===== config.mk =====
export PLATFORM = sky130hd
export DESIGN_NAME = line_buffer_palette_display_core
export DESIGN_NICKNAME = d
export VERILOG_FILES = /design/src/rtl/lbpd_pkg.sv /design/src/rtl/line_buffer_palette_display_core.sv
export SDC_FILE = /design/constraint.sdc
export NUM_CORES = 2
export LEC_CHECK = 0
export ABC_AREA = 1
export ABC_CLOCK_PERIOD_IN_PS = 30200
export BUFFER_PORTS_ARGS = -buffer_cell sky130_fd_sc_hd__buf_4
export CAP_MARGIN = 20
export CORE_AREA = 2 2 466 468
export CTS_CLUSTER_SIZE = 30
export DETAILED_ROUTE_END_ITERATION = 16
export DIE_AREA = 0 0 468 470
export SKIP_CTS_REPAIR_TIMING = 1
export SYNTH_ARGS = -nofsm -noshare
export SYNTH_HDL_FRONTEND = slang
export SYNTH_SLANG_ARGS = --single-unit

===== constraint.sdc =====
create_clock -name clk_i -period 30.2 [get_ports clk_i]
set_input_delay 1.51 -clock clk_i [delete_from_list [all_inputs] [get_ports clk_i]]
set_output_delay 1.51 -clock clk_i [all_outputs]
set_load 0.02 [all_outputs]

===== src/rtl/lbpd_pkg.sv =====
`timescale 1ns / 1ps
`default_nettype none

package lbpd_pkg;

  localparam int LINE_CELLS_DEF = 160;

  localparam int CELL_W     = 5;
  localparam int COLOR_W    = 8;
  localparam int PAL_DEPTH  = 32;
  localparam int PAL_AW     = 5;
  localparam int POS_W      = 8;
  localparam int PSEL_W     = 3;
  localparam int ADV_W      = 3;

  localparam int FUNC_W     = 3;
  localparam int IN_DATA_W  = 48;
  localparam int OUT_DATA_W = 24;
  localparam int CFG_IDX_W  = 2;
  localparam int CFG_DATA_W = 2;

  typedef enum logic [FUNC_W-1:0] {
    FUNC_WRITE_BYTE = 3'd0,
    FUNC_READ_PIXEL = 3'd1,
    FUNC_SWAP       = 3'd2,
    FUNC_CLEAR      = 3'd3,
    FUNC_PAL_WRITE  = 3'd4
  } func_e;

  localparam logic [CFG_IDX_W-1:0] REG_TRANSP_OFF  = 2'd0;
  localparam logic [CFG_IDX_W-1:0] REG_RENDER_MODE = 2'd1;
  localparam logic [CFG_IDX_W-1:0] REG_COLOR_KILL  = 2'd2;

  localparam logic [1:0] RM_SPLIT = 2'd2;
  localparam logic [1:0] RM_PAIR  = 2'd3;

  localparam logic [ADV_W-1:0] ADV_WIDE   = 3'd2;
  localparam logic [ADV_W-1:0] ADV_NORMAL = 3'd4;

endpackage

`default_nettype wire


===== src/rtl/line_buffer_palette_display_core.sv =====
`timescale 1ns / 1ps
`default_nettype none

// Double-buffered scanline store with a 32-entry palette. After reset the block
// sweeps both line buffers to zero and accepts no item meanwhile. All cell
// state sits in one synchronous line memory with a single write port, so a
// write byte writes one cell at a time (two cells wide, four otherwise), a read
// pixel steps through line read, palette read and color register, a palette
// broadcast makes eight palette writes and a clear writes one cell per cycle.
// A finished result waits in the output register while the next item is taken;
// a result ready while the previous one is still held stalls the block until it
// drains.
module line_buffer_palette_display_core #(
  parameter int LINE_CELLS = lbpd_pkg::LINE_CELLS_DEF
) (
  input  wire                              clk_i,
  input  wire                              rst_ni,
  input  wire                              cfg_we_i,
  input  wire [lbpd_pkg::CFG_IDX_W-1:0]    cfg_idx_i,
  input  wire [lbpd_pkg::CFG_DATA_W-1:0]   cfg_data_i,
  input  wire                              s_axis_tvalid,
  output logic                             s_axis_tready,
  // gfx_byte[7:0], hpos[15:8], palette_sel[18:16], wide_mode[19],
  // pixel_x[27:20], pal_index[32:28], pal_value[40:33], zero above
  input  wire [lbpd_pkg::IN_DATA_W-1:0]    s_axis_tdata,
  // func[2:0]
  input  wire [lbpd_pkg::FUNC_W-1:0]       s_axis_tuser,
  output logic                             m_axis_tvalid,
  input  wire                              m_axis_tready,
  // left_color[7:0], right_color[15:8], cells_advanced[18:16], zero above
  output logic [lbpd_pkg::OUT_DATA_W-1:0]  m_axis_tdata
);

  localparam int DEPTH  = 2 * LINE_CELLS;
  localparam int ADDR_W = $clog2(DEPTH);
  localparam logic [ADDR_W-1:0] LAST_ALL  = ADDR_W'(DEPTH - 1);
  localparam logic [ADDR_W-1:0] LAST_LINE = ADDR_W'(LINE_CELLS - 1);
  localparam logic [ADDR_W-1:0] BASE_HI   = ADDR_W'(LINE_CELLS);
  localparam logic [lbpd_pkg::POS_W:0] LIMIT = (lbpd_pkg::POS_W + 1)'(LINE_CELLS);

  typedef enum logic [3:0] {
    ST_INIT, ST_IDLE, ST_WRITE, ST_CLEAR, ST_PAL,
    ST_RD_CELL, ST_RD_MAP, ST_RD_COL, ST_FIN
  } state_e;

  // configuration
  logic       transp_off_q;
  logic [1:0] render_mode_q;
  logic       color_kill_q;

  always_ff @(posedge clk_i or negedge rst_ni) begin
    if (!rst_ni) begin
      transp_off_q  <= 1'b0;
      render_mode_q <= 2'd0;
      color_kill_q  <= 1'b0;
    end else if (cfg_we_i) begin
      case (cfg_idx_i)
        lbpd_pkg::REG_TRANSP_OFF:  transp_off_q  <= cfg_data_i[0];
        lbpd_pkg::REG_RENDER_MODE: render_mode_q <= cfg_data_i[1:0];
        lbpd_pkg::REG_COLOR_KILL:  color_kill_q  <= cfg_data_i[0];
        default: ;
      endcase
    end
  end

  state_e                             state_q;
  logic [ADDR_W-1:0]                  cnt_q;
  logic                               sel_q;
  logic [7:0]                         gfx_q;
  logic [lbpd_pkg::POS_W-1:0]         hpos_q;
  logic [lbpd_pkg::PSEL_W-1:0]        psel_q;
  logic                               wide_q;
  logic [lbpd_pkg::POS_W-1:0]         pix_q;
  logic [lbpd_pkg::PAL_AW-1:0]        pidx_q;
  logic [lbpd_pkg::COLOR_W-1:0]       pval_q;
  logic [lbpd_pkg::COLOR_W-1:0]       res_left_q, res_right_q;
  logic [lbpd_pkg::ADV_W-1:0]         res_adv_q;
  logic                               m_valid_q;
  logic [lbpd_pkg::COLOR_W-1:0]       m_left_q, m_right_q;
  logic [lbpd_pkg::ADV_W-1:0]         m_adv_q;

  logic in_acc;
  assign s_axis_tready = (state_q == ST_IDLE);
  assign in_acc        = s_axis_tvalid && s_axis_tready;

  // line memory ports
  logic                       lw_en;
  logic [ADDR_W-1:0]          lw_addr;
  logic [lbpd_pkg::CELL_W-1:0] lw_data;
  logic [ADDR_W-1:0]          lr_addr;
  logic [lbpd_pkg::CELL_W-1:0] lr_data_q;
  logic [lbpd_pkg::CELL_W-1:0] line_mem [DEPTH];

  logic [ADDR_W-1:0]           act_base, sby_base;
  logic [lbpd_pkg::POS_W-1:0]  wr_pos;
  logic                        wr_in_range;
  logic [1:0]                  pair;
  logic [lbpd_pkg::CELL_W-1:0] wr_cell;
  logic                        rd_oob;
  logic                        wr_last;

  assign act_base = sel_q ? BASE_HI : '0;
  assign sby_base = sel_q ? '0 : BASE_HI;
  assign wr_pos   = hpos_q + {6'd0, cnt_q[1:0]};
  assign wr_in_range = ({1'b0, wr_pos} < LIMIT);
  assign rd_oob   = ({1'b0, pix_q} >= LIMIT);
  assign wr_last  = wide_q ? cnt_q[0] : (cnt_q[1:0] == 2'd3);

  always_comb begin
    case (cnt_q[1:0])
      2'd0:    pair = gfx_q[7:6];
      2'd1:    pair = gfx_q[5:4];
      2'd2:    pair = gfx_q[3:2];
      default: pair = gfx_q[1:0];
    endcase
    if (wide_q) begin
      // wide: palette bit 2 on top, then two bit pairs from separate nibbles
      wr_cell = cnt_q[0] ? {psel_q[2], gfx_q[1:0], gfx_q[5:4]}
                         : {psel_q[2], gfx_q[3:2], gfx_q[7:6]};
    end else begin
      wr_cell = {psel_q, pair};
    end
  end

  always_comb begin
    lw_en   = 1'b0;
    lw_addr = cnt_q;
    lw_data = '0;
    case (state_q)
      ST_INIT: lw_en = 1'b1;
      ST_WRITE: begin
        lw_en   = wr_in_range && ((wr_cell[1:0] != 2'd0) || transp_off_q);
        lw_addr = act_base + ADDR_W'(wr_pos);
        lw_data = wr_cell;
      end
      ST_CLEAR: begin
        lw_en   = 1'b1;
        lw_addr = act_base + cnt_q;
      end
      default: ;
    endcase
  end

  assign lr_addr = rd_oob ? '0 : (sby_base + ADDR_W'(pix_q));

  always_ff @(posedge clk_i) begin
    if (lw_en) begin
      line_mem[lw_addr] <= lw_data;
    end
    lr_data_q <= line_mem[lr_addr];
  end

  // palette memory: one write port, two read ports, valid bit per entry
  logic                          pw_en;
  logic [lbpd_pkg::PAL_AW-1:0]   pw_addr;
  logic [lbpd_pkg::PAL_AW-1:0]   pl_addr, pr_addr;
  logic [lbpd_pkg::COLOR_W-1:0]  pal_mem [lbpd_pkg::PAL_DEPTH];
  logic [lbpd_pkg::PAL_DEPTH-1:0] pal_vld_q;
  logic [lbpd_pkg::COLOR_W-1:0]  pl_data_q, pr_data_q;
  logic                          pl_vld_q, pr_vld_q;
  logic                          pal_bcast;
  logic [lbpd_pkg::CELL_W-1:0]   rd_cell;

  assign pal_bcast = (pidx_q == '0);
  assign pw_en     = (state_q == ST_PAL) && (pal_bcast || (pidx_q[1:0] != 2'd0));
  assign pw_addr   = pal_bcast ? {cnt_q[2:0], 2'b00} : pidx_q;
  assign rd_cell   = rd_oob ? '0 : lr_data_q;

  always_comb begin
    case (render_mode_q)
      lbpd_pkg::RM_SPLIT: begin
        pl_addr = {rd_cell[4], 2'b00, rd_cell[1], rd_cell[3]};
        pr_addr = {rd_cell[4], 2'b00, rd_cell[0], rd_cell[2]};
      end
      lbpd_pkg::RM_PAIR: begin
        pl_addr = {rd_cell[4:2], rd_cell[1], 1'b0};
        pr_addr = {rd_cell[4:2], rd_cell[0], 1'b0};
      end
      default: begin
        pl_addr = rd_cell;
        pr_addr = rd_cell;
      end
    endcase
  end

  always_ff @(posedge clk_i) begin
    if (pw_en) begin
      pal_mem[pw_addr] <= pval_q;
    end
    pl_data_q <= pal_mem[pl_addr];
    pr_data_q <= pal_mem[pr_addr];
  end

  always_ff @(posedge clk_i or negedge rst_ni) begin
    if (!rst_ni) begin
      pal_vld_q <= '0;
      pl_vld_q  <= 1'b0;
      pr_vld_q  <= 1'b0;
    end else begin
      if (pw_en) begin
        pal_vld_q[pw_addr] <= 1'b1;
      end
      pl_vld_q <= pal_vld_q[pl_addr];
      pr_vld_q <= pal_vld_q[pr_addr];
    end
  end

  logic [lbpd_pkg::COLOR_W-1:0] col_l, col_r;
  assign col_l = pl_vld_q ? pl_data_q : '0;
  assign col_r = pr_vld_q ? pr_data_q : '0;

  // sequencer
  always_ff @(posedge clk_i or negedge rst_ni) begin
    if (!rst_ni) begin
      state_q     <= ST_INIT;
      cnt_q       <= '0;
      sel_q       <= 1'b0;
      gfx_q       <= '0;
      hpos_q      <= '0;
      psel_q      <= '0;
      wide_q      <= 1'b0;
      pix_q       <= '0;
      pidx_q      <= '0;
      pval_q      <= '0;
      res_left_q  <= '0;
      res_right_q <= '0;
      res_adv_q   <= '0;
      m_valid_q   <= 1'b0;
      m_left_q    <= '0;
      m_right_q   <= '0;
      m_adv_q     <= '0;
    end else begin
      // the finish step reloads the output register itself
      if (m_valid_q && m_axis_tready && (state_q != ST_FIN)) begin
        m_valid_q <= 1'b0;
      end
      case (state_q)
        ST_INIT: begin
          if (cnt_q == LAST_ALL) begin
            cnt_q   <= '0;
            state_q <= ST_IDLE;
          end else begin
            cnt_q <= cnt_q + 1'b1;
          end
        end
        ST_IDLE: begin
          if (in_acc) begin
            gfx_q       <= s_axis_tdata[7:0];
            hpos_q      <= s_axis_tdata[15:8];
            psel_q      <= s_axis_tdata[18:16];
            wide_q      <= s_axis_tdata[19];
            pix_q       <= s_axis_tdata[27:20];
            pidx_q      <= s_axis_tdata[32:28];
            pval_q      <= s_axis_tdata[40:33];
            cnt_q       <= '0;
            res_left_q  <= '0;
            res_right_q <= '0;
            res_adv_q   <= (lbpd_pkg::func_e'(s_axis_tuser) == lbpd_pkg::FUNC_WRITE_BYTE) ?
                           (s_axis_tdata[19] ? lbpd_pkg::ADV_WIDE : lbpd_pkg::ADV_NORMAL) :
                           '0;
            case (lbpd_pkg::func_e'(s_axis_tuser))
              lbpd_pkg::FUNC_WRITE_BYTE: state_q <= ST_WRITE;
              lbpd_pkg::FUNC_READ_PIXEL: state_q <= ST_RD_CELL;
              lbpd_pkg::FUNC_SWAP: begin
                sel_q   <= ~sel_q;
                state_q <= ST_FIN;
              end
              lbpd_pkg::FUNC_CLEAR:     state_q <= ST_CLEAR;
              lbpd_pkg::FUNC_PAL_WRITE: state_q <= ST_PAL;
              default:                  state_q <= ST_FIN;
            endcase
          end
        end
        ST_WRITE: begin
          cnt_q <= cnt_q + 1'b1;
          if (wr_last) begin
            state_q <= ST_FIN;
          end
        end
        ST_CLEAR: begin
          cnt_q <= cnt_q + 1'b1;
          if (cnt_q == LAST_LINE) begin
            state_q <= ST_FIN;
          end
        end
        ST_PAL: begin
          cnt_q <= cnt_q + 1'b1;
          if (!pal_bcast || (cnt_q[2:0] == 3'd7)) begin
            state_q <= ST_FIN;
          end
        end
        ST_RD_CELL: state_q <= ST_RD_MAP;
        ST_RD_MAP:  state_q <= ST_RD_COL;
        ST_RD_COL: begin
          res_left_q  <= color_kill_q ? {4'd0, col_l[3:0]} : col_l;
          res_right_q <= color_kill_q ? {4'd0, col_r[3:0]} : col_r;
          state_q     <= ST_FIN;
        end
        ST_FIN: begin
          if (!m_valid_q || m_axis_tready) begin
            m_valid_q <= 1'b1;
            m_left_q  <= res_left_q;
            m_right_q <= res_right_q;
            m_adv_q   <= res_adv_q;
            state_q   <= ST_IDLE;
          end
        end
        default: state_q <= ST_IDLE;
      endcase
    end
  end

  assign m_axis_tvalid = m_valid_q;
  assign m_axis_tdata  = {5'd0, m_adv_q, m_right_q, m_left_q};

`ifndef NO_ASSERTIONS
  a_no_accept_in_init: assert property (@(posedge clk_i) disable iff (!rst_ni)
    (state_q == ST_INIT) |-> !s_axis_tready)
    else $error("item accepted during line store init sweep");

  a_line_addr_range: assert property (@(posedge clk_i) disable iff (!rst_ni)
    lw_en |-> (lw_addr <= LAST_ALL))
    else $error("line store write beyond depth");

  a_bcast_aligned: assert property (@(posedge clk_i) disable iff (!rst_ni)
    (pw_en && pal_bcast) |-> (pw_addr[1:0] == 2'd0))
    else $error("palette broadcast hit an unaligned entry");

  a_adv_no_color: assert property (@(posedge clk_i) disable iff (!rst_ni)
    (m_valid_q && (m_adv_q != '0)) |-> ((m_left_q == '0) && (m_right_q == '0)))
    else $error("write byte result carries colors");

  a_result_after_fin: assert property (@(posedge clk_i) disable iff (!rst_ni)
    $rose(m_valid_q) |-> ($past(state_q) == ST_FIN))
    else $error("result raised outside finish step");
`endif

endmodule

`default_nettype wire


* After elaboration in Yosys (flattened, before gate mapping)
Memories as Yosys holds them, arrays and structs flattened. A register that Yosys moved wholly into a read port is not among the register bits.
Index checks and enable logic that the tools add are counted.
** Storage, ports and cells
- Bits in registers :: 132
- Memories :: 2
- RAM bits :: 1856
- Output and inout bits :: 26
- Word-level logic and storage cells :: 146
** Cells by class
- Add/sub/neg operators :: 5
- Reductions and logical operators :: 32
- $lt $le $gt $ge :: 6
- Bitwise operators :: 2
- Multiplexer cells :: 47
- Eq/ne operators :: 29
** Memory list
- line_mem :: words 320, width 5, rd ports 1, clocked after memory_dff 1, wr ports 1, line line_buffer_palette_display_core.sv:92 : logic [lbpd_pkg::CELL_W-1:0] line_mem [DEPTH];
- pal_mem :: words 32, width 8, rd ports 2, clocked after memory_dff 2, wr ports 1, line line_buffer_palette_display_core.sv:157 : logic [lbpd_pkg::COLOR_W-1:0] pal_mem [lbpd_pkg::PAL_DEPTH];
** Operators by type and width (count)
- two-way mux 8 bit :: 7
- one-hot mux 4 bit (9 select lines) :: 1
- two-way mux 4 bit :: 8
- bitwise OR 32 bit :: 1
- one-hot mux 8 bit (2 select lines) :: 2
- two-way mux 9 bit :: 3
- one-hot mux 9 bit (3 select lines) :: 1
- adder 8 x 8 -> 9 bit :: 2
- < comparator 5 x 6 -> 1 bit (second input constant) :: 3
- one-hot mux 9 bit (2 select lines) :: 1
- == test 4 x 3 -> 1 bit (second input constant) :: 4
- one-hot mux 4 bit (2 select lines) :: 2
- one-hot mux 4 bit (4 select lines) :: 1
- two-way mux 5 bit :: 3
- AND reduction 2 bit :: 7
- two-way mux 1 bit :: 11
- binary-select mux 1 bit (select 5 bit) :: 2
- == test 2 bit (second input constant) :: 5
- adder 8 x 9 -> 9 bit :: 1
- adder 9 x 1 -> 9 bit (second input constant) :: 1
- == test 9 x 8 -> 1 bit (second input constant) :: 1
- == test 9 bit (second input constant) :: 1
- adder 8 x 2 -> 8 bit :: 1
- == test 4 x 2 -> 1 bit (second input constant) :: 2
- 30 further kinds :: 50

* Longest topological paths before layout
- Word-level depth :: 9
- Depth in mapped cells :: 19
- Gate-level depth less buffers :: 18

* Worst setup path before layout
No wires, ideal clock.
- Kind :: reg-to-reg
- From :: register cnt_q[0]
- To :: memory line_mem[0][1] (netlist name) (data pin)
- Data arrival time :: 9630 ps
- Setup slack :: 18647 ps
- Library setup time :: 1924 ps
- Clock period less this slack :: 11553 ps
- Path buffers :: 1
- Cell stages (with the launch flop) :: 8
- Cells stage by stage :: dfrtp_1 -> clkbuf_1 -> inv_1 -> ha_1 -> a21oi_1 -> nand3_1 -> o211ai_1 -> a21oi_1
** Between the ends
- Cells in the longest elaborated chain, start to end :: 4
- Elaborated cells on any way between the ends :: 7
** Ends and longest elaborated chain
- start: declaration :: line line_buffer_palette_display_core.sv:67 : logic [ADDR_W-1:0] cnt_q;
- start signal: assignment :: line line_buffer_palette_display_core.sv:243 : cnt_q <= cnt_q + 1'b1;
- start signal: assignment :: line line_buffer_palette_display_core.sv:275 : cnt_q <= cnt_q + 1'b1;
- start signal: assignment :: line line_buffer_palette_display_core.sv:281 : cnt_q <= cnt_q + 1'b1;
- == test 2 bit, or another cell as far along :: line line_buffer_palette_display_core.sv:110 : case (cnt_q[1:0])
- one-hot mux 2 bit (3 select lines) :: line line_buffer_palette_display_core.sv:110
- two-way mux 4 bit (*) :: line line_buffer_palette_display_core.sv:116 : if (wide_q) begin
- two-way mux 5 bit (*) :: line line_buffer_palette_display_core.sv:129 : case (state_q)
- via lw_data (one bit) :: line line_buffer_palette_display_core.sv:89 : logic [lbpd_pkg::CELL_W-1:0] lw_data;
- end: declaration :: line line_buffer_palette_display_core.sv:92
Mark *: on every way through the listed nets, which the timed path passes. The rest lies on a longest branch.

* Worst setup path after layout
- From :: register pix_q[1] (netlist name)
- To :: register lr_data_q[2] (netlist name) (read register of line_mem)
** Between the ends
- Cells in the longest elaborated chain, start to end :: 2
- Elaborated cells on any way between the ends :: 3
** Ends and longest elaborated chain
- start: declaration :: line line_buffer_palette_display_core.sv:73 : logic [lbpd_pkg::POS_W-1:0] pix_q;
- start signal: assignment :: line line_buffer_palette_display_core.sv:252 : pix_q <= s_axis_tdata[27:20];
- adder 8 x 8 -> 9 bit or greater-or-equal comparator 8 bit (tied branches) :: line line_buffer_palette_display_core.sv:144, line_buffer_palette_display_core.sv:106
- two-way mux 9 bit (*) :: line line_buffer_palette_display_core.sv:144 : assign lr_addr = rd_oob ? '0 : (sby_base + ADDR_W'(pix_q));
- end: declaration :: line line_buffer_palette_display_core.sv:91 : logic [lbpd_pkg::CELL_W-1:0] lr_data_q;
Mark *: on every way between the ends. The rest lies on a longest branch, timed or not.
A chain may end at the register's enable or synchronous reset.

==> qor.csv <==
stage,metric,value,unit
power_and_ir_drop,ir_worst_vdd,0.0874,mV
synthesis,yosys.area_share.simple,20.9,%
synthesis,synth_fa_ha_area_share,0.204,%
routing,first_iter_violations,6596,
timing,fin_tns_setup,0,ns
global_routing,grt_util_met3,3.20,%
hold_path,hold_path.class,reg -> reg,
finish,area_growth,10.3,%
clock_tree,clk_latency,0.86,ns
routing,wl_per_cell,21.9,um
finish,final_util,45.9,%
synthesis,synth_top_family_by_area,simple AND/OR/NAND/NOR gates,
timing,timing.final.crit_share,20.6,%
worst_setup_path,cp-start-kind,flop,
timing,tightest_slew,1.27,ns
global_routing,grt_max_degree,282,
synthesis,ys_seq_area_share,66.2,%
finish,nets,8216,
global_routing,use_met1,30.4,%
synthesis,synth_compound_area_share,5.67,%
power_and_ir_drop,powerDensity,95.0,nW/um^2
synthesis,syn-cell-area,89700,um^2
die,dieArea,220000,um^2
finish,mostFrequentLayoutCell,edfxtp_1,
synthesis,avgSynthCellArea,10.8,um^2
clock_tree,h-tree-depth,4,
synthesis,yosysWarnings,0,
clock_tree,cts_buffer_depth,3,
synthesis,async_flop_share,6.48,%
worst_setup_path,required,30.97,ns
timing,clock_skew,0.0355,ns
global_routing,grtUsageTotal,21.7,%
worst_setup_path,critPathKind,reg -> reg,
routing,wirelength,244000,um
clock_tree,cts.clk_slew.worst_paths,0.06,ns
global_routing,grt_pass1_wl,365000,um
clock_tree,cts_tree,yes,
global_routing,grt_use_met2,34.5,%
die,start_util,41.6,%
die,die_h,470,um
finish,layout_common_cells,"1856 x edfxtp_1, 1447 x nand3_1, 1243 x nand2_1, 902 x inv_1, 708 x nor2_1",
global_routing,antenna_found_initial,8,
placed_design,routabilityCongestion,0.843,
synthesis,yosys.cell_types.count,56,
global_routing,grt.busiest_layer,met2,
clock_tree,clock_sinks,2007,
timing,fmaxAchievable,161,MHz
worst_setup_path,critical_path_arrival,6.98,ns
routing,antenna_left,0,
synthesis,syn-instance-count,8331,
die,io_pins,86,
routing,vias,61600,
global_routing,first_global_vias,58900,
routing,firstDrtPassIters,6,
timing,slew_headroom,15.6,%
synthesis,synth_seq_cells,2007,
placed_design,hpwl,135000,um
clock_tree,cts-root-buf,clkbuf_16,
synthesis,ys.flop_type,edfxtp_1,
outcome,status,"complete, no violations",
timing,fin_crit,6.21,ns
routing,drc,0,
job,max-cap-violations,0,
die,fp.dieW,468,um
power_and_ir_drop,power_leakage,0.0368,uW
timing,setup_viol,0,
timing,rsz0062_at_grt,no,
timing,final_max_slew_viol_count,0,
synthesis,synth_xor_area_share,0.0488,%
finish,drive_gt1_share,9.09,%
synthesis,synthMuxAreaShare,0.336,%
die,core,216000,um^2
routing,routed_via_density,5.52,
clock_tree,numCtsBuffers,205,
synthesis,synth_edf_count,1856,
global_routing,grt-ovfl-total,0,
worst_setup_path,crit_fanout,76,
placed_design,port_buffers,72,
timing,hold_viol_final,0,
die,rows,171,
worst_setup_path,end_kind,flop,
[state kept, by name, summed over array words and instances, names as in the netlist, 5 cells and up]
signal       cells
pal_mem        256
pix_q            8
cnt_q            9
pl_data_q        8
res_right_q      8
pr_data_q        8
lr_data_q        5
hpos_q           8
m_left_q         8
gfx_q            8
pal_vld_q       32
pval_q           8
m_right_q        8
res_left_q       8
pidx_q           5
line_mem      1600
[metrics by stage]
stage                     total power, uW  cell area, um^2  setup slack [ns]  instances  hold slack, ns
after global placement               6920            92500             24.17      10800           0.443
after detailed placement             6980            92500             24.14      10800           0.441
after global routing                 9870            99000             23.75      11200           0.476
final                                9400            99000             23.99      11200           0.448
after floorplan                      5740            89700             18.65       8336           0.431
after CTS                            9380            98800             24.11      11200           0.448
[synthesized netlist by cell type, drive strengths merged, types with 2 or more instances]
library cell  instances  area, um^2
a31oi                 4        25.0
buf                 267        1300
clkinv                2        7.51
nor3                 12        60.1
clkbuf              310        1160
xor2                  4        35.0
nor3b                 3        22.5
o32ai                15         131
o21a                  4        30.0
nor2                745        3010
o21ai               401        2060
nand3b              266        2000
nand2              1252        4710
a221oi                2        17.5
nand4                10         174
dfrtp               130        3250
nor4                  3        18.8
inv                 917        3450
nand3              1477        7540
o221ai               62         543
o2111ai              15         131
o311ai                4        35.0
or2                 195        1220
o211ai              194        1460
ha                   13         163
o22ai                58         363
mux2i                29         290
edfxtp             1856       55700
a21oi                52         260
dfxtp                21         420
[power by group]
part,internal [uW],leakage [uW],total (uW),switching [uW]
Sequential,3200,0.0195,3270,72.7
Clock,1350,0.00310,2410,1060
Combinational,984,0.0142,3720,2740
[logic make-up (layout without fill, tap and decap cells)]
kind of cell,Yosys count,in the layout
AND/OR/NAND/NOR,3963,3963
flip-flops,2007,2007
buffers and inverters,1496,1467
AO/OA/AOI/OAI,815,815
multiplexers,30,30
adder cells (fa/ha/maj),14,14
XOR/XNOR,5,5
other,1,10
[worst paths after layout]
check / from / slack [ns] / cells after the start / endpoint
hold / removal: pl_data_q[6] / 0.45 / 2 / res_left_q[6]
max in group asynchronous: rst_ni / 28.13 / 2 / pix_q[0]
hold reg to reg: pl_data_q[6] / 0.45 / 2 / res_left_q[6]
setup reg to reg: pix_q[1] / 23.99 / 15 / lr_data_q[2]
setup / recovery: pix_q[1] / 23.99 / 15 / lr_data_q[2]
min in group asynchronous: rst_ni / 0.75 / 1 / m_left_q[5]
[worst max-delay path, cell delays in order, from the launching register on]
cell,delay [ns]
dfrtp_1,0.61
nand2_8,0.49
buf_4,0.77
buf_4,0.82
buf_4,0.84
buf_4,0.83
nand3_1,0.17
nand3_1,0.12
nand3_1,0.14
nand3_1,0.33
nand3_1,0.11
nand3_1,0.10
nand2_1,0.07
nand2_1,0.07
nand3_1,0.20
nand2_1,0.20
[area by class of cell]
type	count	area, um^2
sequential	2007	59400
clock buffer	267	5570
clock inverter	105	773
tap	2854	3570
timing repair buffer	176	1530
inverter	919	3480
antenna	4	10.0
fill	19700	117000
multi-input combinational	4833	24600
[layer usage]
layer  vias up  part of all wire [%]
met5         -                     0
met4         0                   3.3
met3       426                   7.4
met2      2452                    46
met1     30300                    43
li1      28400                     -
No activity file was read; power rests on OpenSTA's default activity.
